## src/design/fvm_pkg.sv

```systemverilog
package fvm_pkg;

    localparam int SECTOR_BYTES = 512;
    localparam int IDX_W        = $clog2(SECTOR_BYTES);
    localparam int CAP_SHIFT    = $clog2(SECTOR_BYTES / 4);
    localparam int DIV_STEPS    = 32;
    localparam int DIV_CNT_W    = $clog2(DIV_STEPS + 1);

    // byte offsets in a boot sector or MBR
    localparam int OFS_JUMP  = 0;
    localparam int OFS_BPS   = 11;
    localparam int OFS_SPC   = 13;
    localparam int OFS_RSV   = 14;
    localparam int OFS_NFATS = 16;
    localparam int OFS_FAT16 = 22;
    localparam int OFS_TOTAL = 32;
    localparam int OFS_FAT32 = 36;
    localparam int OFS_ROOT  = 44;
    localparam int OFS_PTYPE = 446 + 4;
    localparam int OFS_PLBA  = 446 + 8;
    localparam int OFS_SIG   = 510;

    localparam logic [1:0] CMD_BEGIN = 2'd0;
    localparam logic [1:0] CMD_BYTE  = 2'd1;
    localparam logic [1:0] CMD_FAIL  = 2'd2;

    localparam logic [1:0] ST_MOUNTED   = 2'd0;
    localparam logic [1:0] ST_NEED_PART = 2'd1;
    localparam logic [1:0] ST_NO_FS     = 2'd2;
    localparam logic [1:0] ST_IO_ERR    = 2'd3;

    localparam logic [7:0]  JMP_SHORT      = 8'hEB;
    localparam logic [7:0]  JMP_NEAR       = 8'hE9;
    localparam logic [7:0]  TYPE_FAT32_CHS = 8'h0B;
    localparam logic [7:0]  TYPE_FAT32_LBA = 8'h0C;
    localparam logic [15:0] BOOT_SIG       = 16'hAA55;
    localparam logic [31:0] MAX_CLUS_CAP   = 32'h0FFF_FFEF;

    typedef struct packed {
        logic [7:0]  first_byte;
        logic [15:0] bytes_per_sector;
        logic [7:0]  cluster_sectors;
        logic [15:0] reserved_count;
        logic [7:0]  fat_copies;
        logic [15:0] fat16_size;
        logic [31:0] total_sectors;
        logic [31:0] fat32_size;
        logic [31:0] root_cluster;
        logic [7:0]  part_type;
        logic [31:0] part_lba;
        logic [15:0] signature;
    } bpb_fields_t;

    typedef struct packed {
        logic       clear;
        logic       write;
        logic [7:0] data;
    } cap_ctrl_t;

    typedef struct packed {
        logic        start;
        logic [31:0] dividend;
        logic [7:0]  divisor;
    } div_req_t;

    typedef struct packed {
        logic        done;
        logic [31:0] quotient;
    } div_rsp_t;

endpackage

```

## src/design/fat32_volume_mount_parser_core.sv

```systemverilog
// FAT32 volume mount parser.
// Input beats carry a command and a sector byte: begin (clears the parse, no
// result), byte (next byte of the current sector, offset counted inside) and
// read failure (gives a read error result). Bytes of a sector are taken one
// per cycle while s_ready is high. After the last byte of a sector the block
// drops s_ready and decides the layout: an immediate result for a partition
// request or a rejected volume, or the full FAT32 geometry for a valid boot
// sector, worked out through the 32-step divider that gives the cluster count.
// The result channel has one output register. s_ready is low whenever that
// register holds a beat that is not being taken in the same cycle, so a
// stalled receiver stalls the input side; nothing is dropped.
// Status 1 asks for the partition boot sector at m_request_lba; feed its
// bytes next. After a final status (mounted, no filesystem, read error)
// further bytes and failures are ignored until a begin beat.
// Reset (aresetn low, synchronous) clears the sequencer, the byte offset,
// the captured fields and the result valid flag.
module fat32_volume_mount_parser_core (
    input  logic        aclk,
    input  logic        aresetn,
    input  logic        s_valid,
    output logic        s_ready,
    input  logic [1:0]  s_cmd,
    input  logic [7:0]  s_data_byte,
    output logic        m_valid,
    input  logic        m_ready,
    output logic [1:0]  m_status,
    output logic [31:0] m_request_lba,
    output logic [31:0] m_fat_start,
    output logic [31:0] m_data_start,
    output logic [7:0]  m_sec_per_clus,
    output logic [31:0] m_root_clus,
    output logic [7:0]  m_num_fats,
    output logic [31:0] m_fat_size,
    output logic [27:0] m_max_clus
);
    import fvm_pkg::*;

    localparam logic [3:0] S_BYTES = 4'd0;
    localparam logic [3:0] S_CHECK = 4'd1;
    localparam logic [3:0] S_MUL   = 4'd2;
    localparam logic [3:0] S_SUM   = 4'd3;
    localparam logic [3:0] S_DSEC  = 4'd4;
    localparam logic [3:0] S_DIV   = 4'd5;
    localparam logic [3:0] S_CLAMP = 4'd6;
    localparam logic [3:0] S_CAP   = 4'd7;
    localparam logic [3:0] S_EMIT  = 4'd8;

    logic [3:0]  state_reg, state_next;
    logic        done_reg, done_next;
    logic        in_part_reg, in_part_next;
    logic [31:0] part_base_reg, part_base_next;
    logic [1:0]  status_reg, status_next;
    logic [31:0] fat_start_reg, fat_start_next;
    logic [31:0] prod_reg, prod_next;
    logic [31:0] data_start_reg, data_start_next;
    logic [31:0] span_reg, span_next;
    logic [31:0] maxc_reg, maxc_next;
    logic [31:0] cap_reg, cap_next;

    logic        m_valid_reg, m_valid_next;
    logic [1:0]  m_status_reg, m_status_next;
    logic [31:0] m_request_lba_reg, m_request_lba_next;
    logic [31:0] m_fat_start_reg, m_fat_start_next;
    logic [31:0] m_data_start_reg, m_data_start_next;
    logic [7:0]  m_sec_per_clus_reg, m_sec_per_clus_next;
    logic [31:0] m_root_clus_reg, m_root_clus_next;
    logic [7:0]  m_num_fats_reg, m_num_fats_next;
    logic [31:0] m_fat_size_reg, m_fat_size_next;
    logic [27:0] m_max_clus_reg, m_max_clus_next;

    bpb_fields_t fld;
    cap_ctrl_t   cap_ctrl;
    div_req_t    div_req;
    div_rsp_t    div_rsp;
    logic        last_byte;
    logic        out_free;
    logic        accept;
    logic        byte_go;
    logic        fail_go;
    logic        begin_go;
    logic        sig_ok;
    logic        jump_ok;
    logic        bps_ok;
    logic        bpb_ok;
    logic        type_ok;
    logic        mounted;
    logic [39:0] prod_full;

    assign out_free = !m_valid_reg || m_ready;
    assign s_ready  = (state_reg == S_BYTES) && out_free;
    assign accept   = s_valid && s_ready;
    assign begin_go = accept && (s_cmd == CMD_BEGIN);
    assign byte_go  = accept && (s_cmd == CMD_BYTE) && !done_reg;
    assign fail_go  = accept && (s_cmd == CMD_FAIL) && !done_reg;

    assign cap_ctrl.clear = begin_go;
    assign cap_ctrl.write = byte_go;
    assign cap_ctrl.data  = s_data_byte;

    fvm_capture u_capture (
        .aclk      (aclk),
        .aresetn   (aresetn),
        .ctrl      (cap_ctrl),
        .fields    (fld),
        .last_byte (last_byte)
    );

    fvm_divider u_divider (
        .aclk    (aclk),
        .aresetn (aresetn),
        .req     (div_req),
        .rsp     (div_rsp)
    );

    assign sig_ok  = (fld.signature == BOOT_SIG);
    assign jump_ok = (fld.first_byte == JMP_SHORT) || (fld.first_byte == JMP_NEAR);
    assign bps_ok  = (fld.bytes_per_sector == 16'(SECTOR_BYTES));
    assign type_ok = (fld.part_type == TYPE_FAT32_CHS) || (fld.part_type == TYPE_FAT32_LBA);
    assign bpb_ok  = bps_ok && (fld.fat16_size == '0) && (fld.cluster_sectors != '0)
                  && (fld.reserved_count != '0) && (fld.fat_copies != '0)
                  && (fld.fat32_size != '0) && (fld.root_cluster >= 32'd2)
                  && (fld.total_sectors != '0);
    assign mounted   = (status_reg == ST_MOUNTED);
    assign prod_full = fld.fat_copies * fld.fat32_size;

    assign div_req.start    = (state_reg == S_DSEC);
    assign div_req.dividend = fld.total_sectors - span_reg;
    assign div_req.divisor  = fld.cluster_sectors;

    always_comb begin
        state_next      = state_reg;
        done_next       = done_reg;
        in_part_next    = in_part_reg;
        part_base_next  = part_base_reg;
        status_next     = status_reg;
        fat_start_next  = fat_start_reg;
        prod_next       = prod_reg;
        data_start_next = data_start_reg;
        span_next       = span_reg;
        maxc_next       = maxc_reg;
        cap_next        = cap_reg;

        m_valid_next        = m_valid_reg && !m_ready;
        m_status_next       = m_status_reg;
        m_request_lba_next  = m_request_lba_reg;
        m_fat_start_next    = m_fat_start_reg;
        m_data_start_next   = m_data_start_reg;
        m_sec_per_clus_next = m_sec_per_clus_reg;
        m_root_clus_next    = m_root_clus_reg;
        m_num_fats_next     = m_num_fats_reg;
        m_fat_size_next     = m_fat_size_reg;
        m_max_clus_next     = m_max_clus_reg;

        case (state_reg)
            S_BYTES: begin
                if (begin_go) begin
                    done_next      = 1'b0;
                    in_part_next   = 1'b0;
                    part_base_next = '0;
                end else if (fail_go) begin
                    done_next           = 1'b1;
                    m_valid_next        = 1'b1;
                    m_status_next       = ST_IO_ERR;
                    m_request_lba_next  = '0;
                    m_fat_start_next    = '0;
                    m_data_start_next   = '0;
                    m_sec_per_clus_next = '0;
                    m_root_clus_next    = '0;
                    m_num_fats_next     = '0;
                    m_fat_size_next     = '0;
                    m_max_clus_next     = '0;
                end else if (byte_go && last_byte) begin
                    state_next = S_CHECK;
                end
            end
            S_CHECK: begin
                status_next = ST_NO_FS;
                state_next  = S_EMIT;
                if (in_part_reg) begin
                    if (sig_ok && bpb_ok) begin
                        status_next    = ST_MOUNTED;
                        fat_start_next = part_base_reg + 32'(fld.reserved_count);
                        state_next     = S_MUL;
                    end
                end else if (jump_ok && bps_ok && sig_ok) begin
                    if (bpb_ok) begin
                        status_next    = ST_MOUNTED;
                        fat_start_next = 32'(fld.reserved_count);
                        state_next     = S_MUL;
                    end
                end else if (sig_ok && type_ok && (fld.part_lba != '0)) begin
                    status_next    = ST_NEED_PART;
                    part_base_next = fld.part_lba;
                    in_part_next   = 1'b1;
                end
            end
            S_MUL: begin
                prod_next  = prod_full[31:0];
                state_next = S_SUM;
            end
            S_SUM: begin
                data_start_next = fat_start_reg + prod_reg;
                // data_start minus base, kept apart so the sector count is one subtract
                span_next       = 32'(fld.reserved_count) + prod_reg;
                state_next      = S_DSEC;
            end
            S_DSEC: begin
                state_next = S_DIV;
            end
            S_DIV: begin
                if (div_rsp.done) begin
                    maxc_next  = div_rsp.quotient + 32'd1;
                    cap_next   = (fld.fat32_size << CAP_SHIFT) - 32'd1;
                    state_next = S_CLAMP;
                end
            end
            S_CLAMP: begin
                if (maxc_reg > cap_reg) begin
                    maxc_next = cap_reg;
                end
                state_next = S_CAP;
            end
            S_CAP: begin
                if (maxc_reg > MAX_CLUS_CAP) begin
                    maxc_next = MAX_CLUS_CAP;
                end
                state_next = S_EMIT;
            end
            S_EMIT: begin
                // hold until the output register frees up
                if (out_free) begin
                    m_valid_next        = 1'b1;
                    m_status_next       = status_reg;
                    m_request_lba_next  = (status_reg == ST_NEED_PART) ? fld.part_lba : '0;
                    m_fat_start_next    = mounted ? fat_start_reg : '0;
                    m_data_start_next   = mounted ? data_start_reg : '0;
                    m_sec_per_clus_next = mounted ? fld.cluster_sectors : '0;
                    m_root_clus_next    = mounted ? fld.root_cluster : '0;
                    m_num_fats_next     = mounted ? fld.fat_copies : '0;
                    m_fat_size_next     = mounted ? fld.fat32_size : '0;
                    m_max_clus_next     = mounted ? maxc_reg[27:0] : '0;
                    done_next           = (status_reg != ST_NEED_PART);
                    state_next          = S_BYTES;
                end
            end
            default: begin
                state_next = S_BYTES;
            end
        endcase
    end

    always_ff @(posedge aclk) begin
        if (!aresetn) begin
            state_reg     <= S_BYTES;
            done_reg      <= 1'b0;
            in_part_reg   <= 1'b0;
            part_base_reg <= '0;
            m_valid_reg   <= 1'b0;
        end else begin
            state_reg     <= state_next;
            done_reg      <= done_next;
            in_part_reg   <= in_part_next;
            part_base_reg <= part_base_next;
            m_valid_reg   <= m_valid_next;
        end
        status_reg         <= status_next;
        fat_start_reg      <= fat_start_next;
        prod_reg           <= prod_next;
        data_start_reg     <= data_start_next;
        span_reg           <= span_next;
        maxc_reg           <= maxc_next;
        cap_reg            <= cap_next;
        m_status_reg       <= m_status_next;
        m_request_lba_reg  <= m_request_lba_next;
        m_fat_start_reg    <= m_fat_start_next;
        m_data_start_reg   <= m_data_start_next;
        m_sec_per_clus_reg <= m_sec_per_clus_next;
        m_root_clus_reg    <= m_root_clus_next;
        m_num_fats_reg     <= m_num_fats_next;
        m_fat_size_reg     <= m_fat_size_next;
        m_max_clus_reg     <= m_max_clus_next;
    end

    assign m_valid        = m_valid_reg;
    assign m_status       = m_status_reg;
    assign m_request_lba  = m_request_lba_reg;
    assign m_fat_start    = m_fat_start_reg;
    assign m_data_start   = m_data_start_reg;
    assign m_sec_per_clus = m_sec_per_clus_reg;
    assign m_root_clus    = m_root_clus_reg;
    assign m_num_fats     = m_num_fats_reg;
    assign m_fat_size     = m_fat_size_reg;
    assign m_max_clus     = m_max_clus_reg;

endmodule

```

## src/design/fvm_capture.sv

```systemverilog
module fvm_capture (
    input  logic                 aclk,
    input  logic                 aresetn,
    input  fvm_pkg::cap_ctrl_t   ctrl,
    output fvm_pkg::bpb_fields_t fields,
    output logic                 last_byte
);
    import fvm_pkg::*;

    logic [IDX_W-1:0] idx_reg, idx_next;
    bpb_fields_t      fld_reg, fld_next;

    assign last_byte = (idx_reg == IDX_W'(SECTOR_BYTES - 1));
    assign fields    = fld_reg;

    always_comb begin
        idx_next = idx_reg;
        fld_next = fld_reg;
        if (ctrl.clear) begin
            idx_next = '0;
            fld_next = '0;
        end else if (ctrl.write) begin
            // wrap at sector end; a partition sector starts again from offset 0
            idx_next = last_byte ? '0 : idx_reg + IDX_W'(1);
            case (idx_reg)
                IDX_W'(OFS_JUMP):      fld_next.first_byte             = ctrl.data;
                IDX_W'(OFS_BPS):       fld_next.bytes_per_sector[7:0]  = ctrl.data;
                IDX_W'(OFS_BPS + 1):   fld_next.bytes_per_sector[15:8] = ctrl.data;
                IDX_W'(OFS_SPC):       fld_next.cluster_sectors        = ctrl.data;
                IDX_W'(OFS_RSV):       fld_next.reserved_count[7:0]    = ctrl.data;
                IDX_W'(OFS_RSV + 1):   fld_next.reserved_count[15:8]   = ctrl.data;
                IDX_W'(OFS_NFATS):     fld_next.fat_copies             = ctrl.data;
                IDX_W'(OFS_FAT16):     fld_next.fat16_size[7:0]        = ctrl.data;
                IDX_W'(OFS_FAT16 + 1): fld_next.fat16_size[15:8]       = ctrl.data;
                IDX_W'(OFS_TOTAL):     fld_next.total_sectors[7:0]     = ctrl.data;
                IDX_W'(OFS_TOTAL + 1): fld_next.total_sectors[15:8]    = ctrl.data;
                IDX_W'(OFS_TOTAL + 2): fld_next.total_sectors[23:16]   = ctrl.data;
                IDX_W'(OFS_TOTAL + 3): fld_next.total_sectors[31:24]   = ctrl.data;
                IDX_W'(OFS_FAT32):     fld_next.fat32_size[7:0]        = ctrl.data;
                IDX_W'(OFS_FAT32 + 1): fld_next.fat32_size[15:8]       = ctrl.data;
                IDX_W'(OFS_FAT32 + 2): fld_next.fat32_size[23:16]      = ctrl.data;
                IDX_W'(OFS_FAT32 + 3): fld_next.fat32_size[31:24]      = ctrl.data;
                IDX_W'(OFS_ROOT):      fld_next.root_cluster[7:0]      = ctrl.data;
                IDX_W'(OFS_ROOT + 1):  fld_next.root_cluster[15:8]     = ctrl.data;
                IDX_W'(OFS_ROOT + 2):  fld_next.root_cluster[23:16]    = ctrl.data;
                IDX_W'(OFS_ROOT + 3):  fld_next.root_cluster[31:24]    = ctrl.data;
                IDX_W'(OFS_PTYPE):     fld_next.part_type              = ctrl.data;
                IDX_W'(OFS_PLBA):      fld_next.part_lba[7:0]          = ctrl.data;
                IDX_W'(OFS_PLBA + 1):  fld_next.part_lba[15:8]         = ctrl.data;
                IDX_W'(OFS_PLBA + 2):  fld_next.part_lba[23:16]        = ctrl.data;
                IDX_W'(OFS_PLBA + 3):  fld_next.part_lba[31:24]        = ctrl.data;
                IDX_W'(OFS_SIG):       fld_next.signature[7:0]         = ctrl.data;
                IDX_W'(OFS_SIG + 1):   fld_next.signature[15:8]        = ctrl.data;
                default: ;
            endcase
        end
    end

    always_ff @(posedge aclk) begin
        if (!aresetn) begin
            idx_reg <= '0;
            fld_reg <= '0;
        end else begin
            idx_reg <= idx_next;
            fld_reg <= fld_next;
        end
    end

endmodule

```

## src/design/fvm_divider.sv

```systemverilog
module fvm_divider (
    input  logic              aclk,
    input  logic              aresetn,
    input  fvm_pkg::div_req_t req,
    output fvm_pkg::div_rsp_t rsp
);
    import fvm_pkg::*;

    logic [31:0]          dvd_reg, dvd_next;
    logic [7:0]           rem_reg, rem_next;
    logic [7:0]           dsr_reg, dsr_next;
    logic [DIV_CNT_W-1:0] cnt_reg, cnt_next;
    logic                 busy_reg, busy_next;
    logic                 done_reg, done_next;
    logic [8:0]           rem_sh;
    logic [8:0]           rem_sub;

    // one restoring step per cycle; quotient bits shift in behind the dividend
    assign rem_sh  = {rem_reg, dvd_reg[31]};
    assign rem_sub = rem_sh - {1'b0, dsr_reg};

    always_comb begin
        dvd_next  = dvd_reg;
        rem_next  = rem_reg;
        dsr_next  = dsr_reg;
        cnt_next  = cnt_reg;
        busy_next = busy_reg;
        done_next = 1'b0;
        if (req.start) begin
            dvd_next  = req.dividend;
            dsr_next  = req.divisor;
            rem_next  = '0;
            cnt_next  = DIV_CNT_W'(DIV_STEPS);
            busy_next = 1'b1;
        end else if (busy_reg) begin
            if (rem_sh >= {1'b0, dsr_reg}) begin
                rem_next = rem_sub[7:0];
                dvd_next = {dvd_reg[30:0], 1'b1};
            end else begin
                rem_next = rem_sh[7:0];
                dvd_next = {dvd_reg[30:0], 1'b0};
            end
            cnt_next = cnt_reg - DIV_CNT_W'(1);
            if (cnt_reg == DIV_CNT_W'(1)) begin
                busy_next = 1'b0;
                done_next = 1'b1;
            end
        end
    end

    always_ff @(posedge aclk) begin
        if (!aresetn) begin
            busy_reg <= 1'b0;
            done_reg <= 1'b0;
            cnt_reg  <= '0;
        end else begin
            busy_reg <= busy_next;
            done_reg <= done_next;
            cnt_reg  <= cnt_next;
        end
        dvd_reg <= dvd_next;
        rem_reg <= rem_next;
        dsr_reg <= dsr_next;
    end

    assign rsp.done     = done_reg;
    assign rsp.quotient = dvd_reg;

endmodule

```

## config.mk

```make
export PLATFORM = sky130hd
export DESIGN_NAME = fat32_volume_mount_parser_core
export DESIGN_NICKNAME = d
export VERILOG_FILES = /design/src/design/fvm_pkg.sv /design/src/design/fat32_volume_mount_parser_core.sv /design/src/design/fvm_capture.sv /design/src/design/fvm_divider.sv
export SDC_FILE = /design/constraint.sdc
export NUM_CORES = 2
export LEC_CHECK = 0
export BUFFER_PORTS_ARGS = -buffer_cell sky130_fd_sc_hd__buf_2
export CAP_MARGIN = 40
export CELL_PAD_IN_SITES_DETAIL_PLACEMENT = 0
export CELL_PAD_IN_SITES_GLOBAL_PLACEMENT = 1
export CORE_MARGIN = 8
export CORE_UTILIZATION = 53
export DETAILED_ROUTE_END_ITERATION = 10
export HOLD_SLACK_MARGIN = 0.1
export PLACE_DENSITY = 0.85
export SLEW_MARGIN = 5
export SYNTH_ARGS = -nofsm -noshare
export SYNTH_HDL_FRONTEND = slang
export SYNTH_SLANG_ARGS = --single-unit
```

## constraint.sdc

```tcl
create_clock -name aclk -period 23.9 [get_ports aclk]
set_input_delay 1.195 -clock aclk [delete_from_list [all_inputs] [get_ports aclk]]
set_output_delay 1.195 -clock aclk [all_outputs]
set_load 0.02 [all_outputs]
```

==> flow_summary_export.csv <==
group,metric,value,unit
place,gp_congestion,0.909,
run_status,status,"completed",
floorplan,dieArea,0.0850,mm2
synthesis,yosys_register_bits,720,
floorplan,ioPinCount,222,
place,portBuffers,221,
timing,period_needed,5950,ps
synthesis,syn_inst,4099,
clocking,clkTransAtPathRegs,60,ps
synthesis,avgSynthCellArea,9.82,um2
place,dp_hpwl,80900,um
critical_path,cp_slowest_cell,"dfxtp_1",
power_and_ir_drop,leakage,17.5,nW
detailed_routing,drt_wl_total,110000,um
detailed_routing,vias_per_cell,5.60,
timing,setup_viol,0,
floorplan,start_util,0.532,
floorplan,rows,101,
global_route,grt_usage,0.254,
global_route,first_global_vias,29000,
critical_path,crit_chain,"buf_8 > and2_1 > fa_1 > fa_1 > fa_1 > inv_1 > fa_1 > inv_1 > ha_1 > inv_1 > o31ai_1 > a21oi_1 > nor2b_1 > or3_1 > a211oi_2 > o31ai_1 > a21boi_1 > nor4_1 > a311o_1",
synthesis,syn_area,0.0402,mm2
critical_path,worstPathMaxFanout,16,
timing,hold_slack,451,ps
clocking,cts_sinks,720,
floorplan,coreArea,0.0756,mm2
final_layout,areaGrowthSynthToFinish,12.2,%
detailed_routing,wl_per_cell,20.8,um
floorplan,die_h,292,um
final_layout,final_common_cell,"nand2_1",
place,placed_cell_area,0.0424,mm2
worst_hold_path,hold_class,"flop to flop",
final_layout,seq_area,0.0187,mm2
detailed_routing,vias,29700,
global_route,antenna_found_initial,5,
timing,max_freq,168,MHz
timing,postLayoutSetupSlackWorst,17950,ps
clocking,cts_setup_buffers,0,
detailed_routing,drt_iter0_drc,2518,
critical_path,end_kind,"flop",
clocking,clockBufferDepth,3,
global_route,grt_max_degree,148,
detailed_routing,dr.pass1.iters,6,
timing,relSlewSlack,0.168,
detailed_routing,ant_nets,0,
power_and_ir_drop,peakVddDrop,0.0591,mV
critical_path,startpoint_type,"flop",
floorplan,die_w,292,um
global_route,grt_overflow,0,
clocking,root_buffer,"clkbuf_16",
critical_path,crit_type,"flop to flop",
final_layout,final_cell_mix,"658 x nand2_1, 433 x edfxtp_1, 391 x and2_1",
clocking,clk_latency,650,ps
critical_path,path_common_cell,"fa_1",
final_layout,largest_register_ffs,223,
synthesis,ys.flop_type,"edfxtp_1",
synthesis,yosysSeqAreaShare,0.466,
clocking,cts_tree,"built",
timing,drv_slew,0,
final_layout,fill_cells,6438,
final_layout,multiInputGateArea,0.0197,mm2
timing,hold_violations,0,
critical_path,max_stage_delay,690,ps
job,drv_cap,0,
timing,fin_crit_sh,0.249,
clocking,cts_htree_levels,3,
final_layout,finalInstanceArea,0.0451,mm2
synthesis,ys_types,78,
detailed_routing,drcViolationCount,0,
timing,tightest_slew,1250,ps
final_layout,nets,4600,
synthesis,synth_edf_count,433,
power_and_ir_drop,power_density,59.6,mW/mm2
synthesis,yosysWarnings,0,
place,dp_slack,17990,ps
final_layout,drive_above_1_share,0.102,
synthesis,ys_async_sr_fraction,0,
critical_path,cp_data_required_time,24290,ps
clocking,cts_resized,0,
timing,finalClockSkew,25.7,ps
critical_path,cp.arrival,6330,ps
timing,rsz0062_at_grt,"no",
synthesis,syn_nets,4450,
global_route,grt_pass1_wl,170000,um
clocking,cts_hold_buf,0,
timing,fin_tns_setup,0,ps
clocking,numCtsBuffers,81,
[metrics by stage]
step	total power, mW	cells	util
after global routing	2.77	5298	0.597
after floorplan	1.43	4099	-
after CTS	2.71	5296	0.597
after detailed placement	1.46	5144	0.561
final	2.69	5300	0.597
after global placement	1.45	5123	0.556
[worst paths after layout]
path	startpoint	to	slack, ps	cells past startpoint
hold reg to reg	u_capture.fields[9]$_SDFFE_PP0P_	u_capture.fields[9]$_SDFFE_PP0P_	450	2
setup / recovery	u_capture.fields[172]$_SDFFE_PP0P_	prod_reg[29]$_DFFE_PP_	17950	19
hold / removal	u_capture.fields[9]$_SDFFE_PP0P_	u_capture.fields[9]$_SDFFE_PP0P_	450	2
setup reg to reg	u_capture.fields[172]$_SDFFE_PP0P_	prod_reg[29]$_DFFE_PP_	17950	19
[area by class of cell]
class | instances | area share
Timing Repair Buffer | 261 | 0.0362
Tap cell | 978 | 0.0271
Clock inverter | 47 | 0.0101
Antenna cell | 4 | 0.000222
Inverter | 292 | 0.0243
Sequential cell | 720 | 0.415
Clock buffer | 105 | 0.0501
Multi-Input combinational cell | 2893 | 0.437
[power by group]
| group | leakage, nW | internal (mW) | switching [mW] | total [mW] |
|---|---|---|---|---|
| combinational | 9.96 | 0.0307 | 0.0688 | 0.0995 |
| clock | 1.33 | 0.731 | 0.528 | 1.26 |
| sequential | 6.20 | 1.32 | 0.00994 | 1.33 |
[synth_stat cells (all sizes together), types with 7 or more instances]
master,instances,area [um2]
nor3b,7,57.6
o21bai,15,113
nand4,46,288
nand2b,28,175
inv,291,1090
a21o,51,383
o21a,16,120
edfxtp,433,13000
xnor2,109,955
nor4,62,424
clkbuf,156,586
mux2i,15,150
nor2,192,743
o31a,8,70.1
o31ai,7,52.6
a21oi,381,1910
and4,8,70.1
nor3,42,226
ha,176,2200
a31oi,13,81.3
nand2,660,2480
dfxtp,287,5750
nand3,69,345
a21boi,8,60.1
buf,38,168
a22oi,13,97.6
and2,391,2450
or2,8,50.1
or3,15,93.8
a211oi,19,148
fa,161,3220
o21ai,114,571
mux2,11,124
xor2,92,806
and3,45,282
nor2b,44,275
[layer usage]
layer  global-route usage  wire length, um
met1                0.339            47000
met2                0.422            52300
met3               0.0450             7780
met4               0.0762             3380
met5                    0               13
[worst max-delay path, delay by kind of cell, from the launching register on]
family	cells	cell delay, ps
compound gates	6	1370
fa+ha+maj	5	2320
buf+inv	4	450
flops	1	690
simple gates	4	830
[logic make-up after synthesis]
family                     after synthesis  synth area share
AOI/OAI and AO/OA                      693             0.101
xor gates and xnor gates               201            0.0438
adders and majority gates              337             0.135
buffers and inverters                  486            0.0460
DFF                                    720             0.466
muxes                                   26           0.00681
and+or+nand+nor                       1636             0.202
(Power assumes the default switching activity.)
